### config.mk
export PLATFORM = sky130hd
export DESIGN_NAME = mi3_merge
export DESIGN_NICKNAME = d
export VERILOG_FILES = /design/src/rtl/core/mi3_pkg.sv /design/src/rtl/core/mi3_merge.sv
export SDC_FILE = /design/constraint.sdc
export NUM_CORES = 1
export LEC_CHECK = 0
export BUFFER_PORTS_ARGS = -buffer_cell sky130_fd_sc_hd__buf_2
export CORE_AREA = 2 2 226 228
export DETAILED_ROUTE_END_ITERATION = 16
export DIE_AREA = 0 0 228 230
export PLACE_DENSITY = 0.35
export SLEW_MARGIN = 30
export SYNTH_ARGS = -nofsm -noshare
export SYNTH_HDL_FRONTEND = slang
export SYNTH_SLANG_ARGS = --single-unit
export TNS_END_PERCENT = 30
### constraint.sdc
create_clock -name clk -period 2.39 [get_ports clk]
set_input_delay 0.478 -clock clk [delete_from_list [all_inputs] [get_ports clk]]
set_output_delay 0.478 -clock clk [all_outputs]
set_load 0.03 [all_outputs]
### src/rtl/core/mi3_pkg.sv
// Shared types, widths and constants for the 3x3 matrix inverse.
// No dependencies; every other file in rtl/core refers to this package.
package mi3_pkg;

  localparam int ELEM_W = 32;   // element width, Q16.16
  localparam int FRAC   = 16;
  localparam int COF_W  = 65;   // exact cofactor, signed
  localparam int AMAG_W = 64;   // cofactor magnitude
  localparam int DET_W  = 97;   // exact determinant, signed
  localparam int DMAG_W = 96;   // determinant magnitude
  localparam int THR_W  = 31;
  localparam int ADDR_W = 3;
  localparam int DATA_W = 32;
  localparam int QSTEPS = 32;   // quotient bits produced by the divider lanes

  // Pipeline positions (stage 0 is the accepting edge)
  localparam int PIPE_DEPTH = 40;  // valid bits; the last is at stage 39, the divider outputs
  localparam int SING_DEPTH = 34;  // singular flag from stage 6 to stage 39

  localparam logic [ADDR_W-1:0] REG_THRESHOLD = 3'd0;

  typedef logic signed [ELEM_W-1:0] elem_t;
  typedef logic signed [COF_W-1:0]  cof_t;

  localparam elem_t ONE     = elem_t'(1) <<< FRAC;
  localparam elem_t SAT_POS = {1'b0, {(ELEM_W-1){1'b1}}};
  localparam elem_t SAT_NEG = {1'b1, {(ELEM_W-1){1'b0}}};

  typedef struct packed {
    logic vld;
    logic sing;
  } tag_t;

endpackage

### src/rtl/core/mi3_merge.sv
// Merging stage: collects the nine lane quotients, substitutes the identity
// for a singular matrix and registers the result word. Depends on mi3_pkg.
module mi3_merge (
  input  logic           clk,
  input  logic           rst,
  input  mi3_pkg::tag_t  tag,
  input  mi3_pkg::elem_t quot [9],
  output mi3_pkg::elem_t res  [9],
  output logic           singular,
  output logic           done
);

  always_ff @(posedge clk) begin
    if (rst) begin
      done <= 1'b0;
    end else begin
      done <= tag.vld;
    end
  end

  always_ff @(posedge clk) begin
    singular <= tag.sing;
    for (int i = 0; i < 9; i++) begin
      if (tag.sing) begin
        res[i] <= (i % 4 == 0) ? mi3_pkg::ONE : '0;
      end else begin
        res[i] <= quot[i];
      end
    end
  end

endmodule
==> impl_metrics.py, run 1 <==
metrics = {
    "logic_synthesis": {
        "ys_seq_area_share_pct": 74.48,
        "avgSynthCellArea_um2": 12.76,
        "synth.lib_cells_used.distinct": 6,
        "syn_area_um2": 7795,
        "syn-num-nets": 903,
        "synth_cells": 611,
        "ys_ff_latch": 290,
        "ys_warn_count": 0,
    },
    "setup_path": {
        "worstPathArrival_ns": 1.13,
        "required_ns": 1.91,
        "path_cells": "buf_2",
        "crit_family": "flip-flops",
        "path_class": "reg2out",
        "crit_path_max_fanout": 1,
        "crit_slowest_cell": "dfxtp_1",
        "cp-start-kind": "flop",
        "slowest_delay_ns": 0.38,
        "crit_buf_inv": 1,
        "cp-end-kind": "primary output",
        "startpoint": "res[60]",
    },
    "sta": {
        "rsz0062_at_grt": "no",
        "tns_ns": 0,
        "maxSlewViolCount": 0,
        "max_freq_mhz": 620.5,
        "min_period_ns": 1.612,
        "fin_crit_sh_pct": 67.43,
        "hold_violations": 0,
        "max_slew_margin_pct": 74.07,
        "tightest_slew_ns": 0.3889,
        "setup_viol": 0,
    },
    "global_routing": {
        "globalRouteOverflowTotal": 0,
        "grt_pass1_vias": 6387,
        "grt_pass1_wl_um": 39710,
        "grt.total_usage_pct": 10.17,
        "grt_max_degree": 50,
        "antenna_found_initial": 8,
    },
    "detailed_routing": {
        "drt_wl_total_um": 27890,
        "wl_per_cell_um": 14.60,
        "vias": 6185,
        "wl_met3_um": 3188,
        "ant_nets": 0,
        "drt_iter0_markers": 109,
        "drt-met1-wl_um": 10040,
        "met2_length_um": 13900,
        "viasPerCell": 3.238,
        "routed.top_layer": "met5",
        "drc": 0,
        "drtPass1Iterations": 4,
    },
    "die": {
        "design.die.area_um2": 52440,
        "num_rows": 82,
        "io_pins": 582,
        "core_um2": 49860,
        "fp.dieW_um": 228,
        "floorplan.initialDensity_pct": 15.63,
        "dieHeight_um": 230,
    },
    "cells_and_area": {
        "final_common_cell": "buf_2",
        "final_core_util_pct": 25.35,
        "drive_above_1_share_pct": 52.47,
        "nNetsFinal": 1502,
        "area_delta_synth_final_pct": 62.17,
        "finalNonFillerCells": 1910,
        "fin_area_um2": 12640,
        "layout_common_cells": "buf_2, dfxtp_1, nor2b_1",
    },
    "pwr": {
        "pwr-share-comb_pct": 11.3,
        "p_seq_share_pct": 44.0,
        "power.total_mw": 11.72,
        "power.density_nw_per_um2": 926.9,
        "p_leak_nw": 6.212,
        "p_int_mw": 8.753,
        "power.share.clock_pct": 44.7,
        "p_sw_share_pct": 25.30,
        "p_sw_mw": 2.964,
        "vdd_ir_drop_max_mv": 0.4481,
    },
    "outcome": {
        "status": "complete, no violations",
    },
    "hold_path": {
        "hp-start": "rst",
        "min_path_type": "in2reg",
    },
    "clock_network": {
        "ctsResizeCount": 0,
        "clockRootBuffer": "clkbuf_16",
        "htreeDepth": 2,
        "clk_pin_slew_ns": 0.05,
        "cts_tree": "yes",
        "cts_setup_buffers": 0,
        "cts.hold.buffers_added": 0,
        "cts_sinks": 290,
        "cts_buffer_depth": 3,
        "cts_buffers": 35,
    },
    "flow_run": {
        "maxCapViolCount": 0,
    },
    "placement": {
        "gp_congestion": 0.7907,
        "dpl_cell_area_um2": 11490,
        "dp.final_hpwl_um": 21860,
        "portBuffers": 581,
        "dp_cells": 1845,
    },
}
state kept, by name, indices dropped and copies added, names as in the netlist:
name,cells
done,1
res,288
singular,1
metal layers:
metal  GRT usage (%)  up-vias
met5               0        -
met4           4.248        8
met3           5.184       50
met2           17.88      341
met1           10.11     2749
li1                -     3037
power groups by stage:
stage	combinational [mW]	clock (mW)	sequential (mW)
after floorplan	0.230	0	5.80
after global placement	1.35	0	5.26
after detailed placement	1.35	0	5.26
after CTS	1.35	5.48	5.16
after global routing	1.41	5.67	5.18
final	1.32	5.24	5.16
metrics by stage:
stage / hold slack [ns] / worst slack, ns
6_report: 0.1117 / 0.7783
5_1_grt: 0.08600 / 0.7240
4_1_cts: 0.05655 / 0.7114
3_5_place_dp: 0.6350 / 0.8664
3_3_place_gp: 0.6403 / 0.8696
2_1_floorplan: 0.5057 / 1.232
path summary, 6_finish.rpt:
kind                      end  depth (start not counted)
worst max-delay path  res[60]                          1
worst min-delay path     done                          2
cells in the mapped netlist, drive strengths merged:
| library cell | count | area (µm²) |
|---|---|---|
| dfxtp | 290 | 5806 |
| or2 | 3 | 18.77 |
| nor2b | 286 | 1789 |
| buf | 32 | 181.4 |
logic make-up (layout without fill, tap and decap cells):
logic type,after synthesis,after routing,synth area share (%)
DFF,290,290,74.48
buffers and inverters,32,656,2.327
and+or+nand+nor,289,289,23.19
other,0,3,0
cell type report:
cell class	count	area, µm²
Antenna cell	3	7.507
Clock buffer	53	1066
Clock inverter	9	73.82
Fill cell	5467	37220
Multi-Input combinational cell	289	1808
Sequential cell	290	5806
Tap cell	672	840.8
Timing Repair Buffer	594	3039
Power figures use the tool's default switching activity.
==> inputs of run 2 (changes only) <==
Settings changed: CORE_AREA 2 2 226 228 to 2 2 224 226, DIE_AREA 0 0 228 230 to 0 0 226 228, PLACE_DENSITY 0.35 to 0.36.
Clock period 2.39 ns to 1.6 ns, I/O delays scaled along.
==> impl_metrics.py, run 2 (synthesized netlist as in run 1, its figures left out) <==
metrics = {
    "sta": {
        "rsz0062_at_grt": "no",
        "min_period_ns": 1.456,
        "tns_ns": 0,
        "max_slew_margin_pct": 78.95,
        "hold_violations": 0,
        "fin_crit_sh_pct": 90.98,
        "tightest_slew_ns": 0.3157,
        "max_freq_mhz": 687.0,
        "setup_viol": 0,
        "maxSlewViolCount": 0,
    },
    "die": {
        "dieHeight_um": 228,
        "io_pins": 582,
        "core_um2": 49350,
        "floorplan.initialDensity_pct": 15.80,
        "num_rows": 82,
        "design.die.area_um2": 51530,
        "fp.dieW_um": 226,
    },
    "global_routing": {
        "antenna_found_initial": 2,
        "grt_max_degree": 63,
        "grt.total_usage_pct": 11.03,
        "globalRouteOverflowTotal": 0,
        "grt_pass1_vias": 7822,
        "grt_pass1_wl_um": 43240,
    },
    "setup_path": {
        "required_ns": 1.28,
        "crit_family": "flip-flops",
        "cp-start-kind": "flop",
        "path_cells": "buf_2",
        "crit_slowest_cell": "dfxtp_1",
        "worstPathArrival_ns": 1.14,
        "crit_path_max_fanout": 1,
        "slowest_delay_ns": 0.39,
        "cp-end-kind": "primary output",
        "crit_buf_inv": 1,
        "path_class": "reg2out",
    },
    "pwr": {
        "p_leak_nw": 7.305,
        "vdd_ir_drop_max_mv": 0.7415,
        "power.density_nw_per_um2": 1175,
    },
    "cells_and_area": {
        "layout_common_cells": "buf_2, dfxtp_1, nor2b_1",
        "final_common_cell": "buf_2",
        "nNetsFinal": 1765,
        "fin_area_um2": 15290,
        "largest_reg_flops": 288,
        "area_delta_synth_final_pct": 96.16,
        "drive_above_1_share_pct": 43.05,
        "largest_registers": "res x288, done x1, singular x1",
        "largest-register": "res",
    },
    "flow_run": {
        "maxCapViolCount": 0,
    },
    "outcome": {
        "status": "complete, no violations",
    },
    "detailed_routing": {
        "wl_per_cell_um": 13.53,
        "drtPass1Iterations": 4,
        "viasPerCell": 3.329,
        "drc": 0,
        "drt_wl_total_um": 29370,
        "drt_iter0_markers": 110,
        "ant_nets": 0,
        "vias": 7224,
    },
    "placement": {
        "portBuffers": 581,
        "dpl_cell_area_um2": 11530,
        "dp.final_hpwl_um": 21490,
        "gp_congestion": 0.7347,
    },
    "hold_path": {
        "min_path_type": "in2reg",
    },
    "clock_network": {
        "clockRootBuffer": "clkbuf_16",
        "cts_sinks": 290,
        "cts_buffer_depth": 3,
        "cts_tree": "yes",
        "cts_buffers": 35,
        "ctsResizeCount": 0,
        "clk_pin_slew_ns": 0.05,
        "htreeDepth": 2,
    },
}
run 2: final timing paths:
| path | startpoint | end | slack, ns | depth (start not counted) |
|---|---|---|---|---|
| worst max-delay path | res[42] | res[42] | 0.14 | 1 |
| worst min-delay path | quot[186] | res[186] | 0.04 | 2 |
run 2: timing repair:
| action | in CTS | in global routing |
|---|---|---|
| buffers inserted | 0 | 0 |
| hold buffers | 263 | 0 |
| endpoints found under the hold margin | 262 | 0 |
run 2: layout make-up:
cell class	instances	area, µm²
Tap cell	672	840.8
Fill cell	5114	34060
Antenna cell	2	5.005
Multi-Input combinational cell	289	1808
Clock inverter	6	61.31
Clock buffer	54	1060
Sequential cell	290	5806
Timing Repair Buffer	857	5710
run 2: metrics by stage:
step                      power, mW  setup WS [ns]  hold WS (ns)  std cells  utilization, %
after floorplan               9.008         0.6003        0.3477        611               -
after global placement        9.896         0.3826        0.4810       1845           23.37
after detailed placement      9.892         0.3606        0.4805       1845           23.37
after CTS                     18.35        0.05972     0.0004986       2168           30.97
after global routing          18.81        0.07917       0.01186       2170           30.98
final                         17.97         0.1444       0.03800       2170           30.98
run 2: layer usage:
layer  track usage, %  share of wire [%]  up-vias  routed length (µm)
met4            5.319                3.6        0                1060
met3            4.122                9.7       63                2851
met5                0                  0        -                   0
met1            10.67                 36     3241               10510
li1                 -                  -     3561                   -
met2            20.38                 51      359               14950
run 2: power by group:
group / internal (mW) / switching (mW) / leakage, nW
Sequential: 7.61 / 0.0954 / 2.42
Combinational: 1.14 / 1.38 / 4.34
Clock: 4.70 / 3.04 / 0.548
==> inputs of run 3 (changes only) <==
--- a/config.mk
+++ b/config.mk
@@ -6,4 +6,5 @@
 export NUM_CORES = 1
 export LEC_CHECK = 0
+export ABC_CLOCK_PERIOD_IN_PS = 1600
 export BUFFER_PORTS_ARGS = -buffer_cell sky130_fd_sc_hd__buf_2
 export CORE_AREA = 2 2 224 226
==> constraint.sdc (replaced) <==
create_clock -name clk -period 1.6 [get_ports clk]
set_input_delay 0.16 -clock clk [delete_from_list [all_inputs] [get_ports clk]]
set_output_delay 0.16 -clock clk [all_outputs]
set_load 0.03 [all_outputs]
==> impl_metrics.py, run 3 (synthesized netlist as in run 1, its figures left out) <==
metrics = {
    "setup_path": {
        "cp-end-kind": "flop",
        "crit_family": "buffers and inverters",
        "path_cells": "dlygate4sd3_1 -> buf_8 -> nor2b_1 -> dlygate4sd3_1",
        "crit_buf_inv": 3,
        "path_class": "in2reg",
        "crit_path_max_fanout": 38,
        "worstPathArrival_ns": 1.72,
        "cp.depth": 4,
        "cp-start-kind": "input port",
        "slowest_delay_ns": 0.58,
        "crit_top_cell": "dlygate4sd3_1",
        "crit_slowest_cell": "dlygate4sd3_1",
        "required_ns": 2.00,
    },
    "placement": {
        "dp.final_hpwl_um": 21140,
        "gp_congestion": 0.7413,
        "pre_cts_ws_ns": 0.5217,
        "portBuffers": 581,
        "dpl_cell_area_um2": 11470,
    },
    "sta": {
        "tns_ns": 0,
        "min_period_ns": 1.324,
        "max_freq_mhz": 755.3,
        "tightest_slew_ns": 0.3302,
        "hold_violations": 0,
        "setup_slack_ns": 0.2761,
        "maxSlewViolCount": 0,
        "fin_crit_sh_pct": 82.74,
        "max_slew_margin_pct": 77.99,
        "setup_viol": 0,
        "rsz0062_at_grt": "no",
    },
    "cells_and_area": {
        "nNetsFinal": 1813,
        "area_delta_synth_final_pct": 102.0,
        "drive_above_1_share_pct": 41.40,
        "fillers": 5092,
        "final_core_util_pct": 31.91,
        "fin_area_um2": 15750,
        "antenna_cells": 0,
        "layout_common_cells": "buf_2, dlygate4sd3_1, dfxtp_1",
        "final_common_cell": "buf_2",
        "largest-register": "res",
        "largest_reg_flops": 288,
        "largest_registers": "res x288, done x1, singular x1",
    },
    "flow_run": {
        "maxCapViolCount": 0,
    },
    "die": {
        "floorplan.initialDensity_pct": 15.80,
        "core_um2": 49350,
        "dieHeight_um": 228,
        "design.die.area_um2": 51530,
        "num_rows": 82,
        "io_pins": 582,
        "fp.dieW_um": 226,
    },
    "detailed_routing": {
        "drtPass1Iterations": 4,
        "vias": 7383,
        "ant_nets": 0,
        "drc": 0,
        "viasPerCell": 3.336,
        "drt_iter0_markers": 138,
        "drt_wl_total_um": 29640,
        "wl_per_cell_um": 13.39,
    },
    "clock_network": {
        "cts_setup_buffers": 0,
        "cts_buffer_depth": 3,
        "clk_pin_slew_ns": 0.06,
        "cts_sinks": 290,
        "cts_tree": "yes",
        "cts_buffers": 36,
        "clockRootBuffer": "clkbuf_16",
        "htreeDepth": 2,
    },
    "pwr": {
        "power.density_nw_per_um2": 1141,
        "power.total_mw": 17.96,
        "p_leak_nw": 7.519,
        "vdd_ir_drop_max_mv": 0.7631,
    },
    "global_routing": {
        "grt.total_usage_pct": 11.04,
        "antenna_found_initial": 1,
        "globalRouteOverflowTotal": 0,
        "grt_max_degree": 67,
        "grt_pass1_wl_um": 43410,
        "grt_pass1_vias": 7859,
    },
    "hold_path": {
        "hold_depth": 3,
        "min_path_type": "in2reg",
    },
    "outcome": {
        "status": "complete, no violations",
    },
}
## run 3: changes by cell type in the layout (fill, tap and decap cells not counted), sizes merged
cell / before / now
diode: 2 / 0
buf: 594 / 587
bufinv: 1 / 0
dlygate4sd3: 263 / 317
clkinvlp: 1 / 2
clkbuf: 54 / 52
## run 3: metal layers
metal	GRT usage, %	up-vias	part of all wire [%]
met2	20.73	350	52
met1	10.63	3326	35
met4	4.801	2	3.2
li1	-	3649	-
met5	0	-	0.054
met3	4.096	56	9.4
## run 3: final timing paths
kind,start,end
max,tag[0],res[278]
min,quot[238],res[238]
## run 3: metrics by stage
stage                     cells  hold slack [ns]
after floorplan             611           0.1877
after global placement     1838           0.3215
after detailed placement   1838           0.3218
after CTS                  2213           0.3225
after global routing       2213           0.3566
final                      2213           0.3800
## run 3: layout make-up
class	count	area, µm²	share of cell area, %
Clock buffer	52	1062	6.747
Clock inverter	6	42.54	0.2702
Multi-Input combinational cell	289	1808	11.48
Sequential cell	290	5806	36.87
Tap cell	672	840.8	5.340
Timing Repair Buffer	904	6186	39.29
## run 3: repair_timing
item	in CTS	in global routing
resized for setup	0	0
endpoints found under the hold margin	290	0
hold buffers	317	0
## run 3: report_power, final
group	total [mW]	switching (mW)	internal (mW)
clock	7.65	3.07	4.58
sequential	7.71	0.0969	7.61
combinational	2.60	1.39	1.21
total	18.0	4.56	13.4
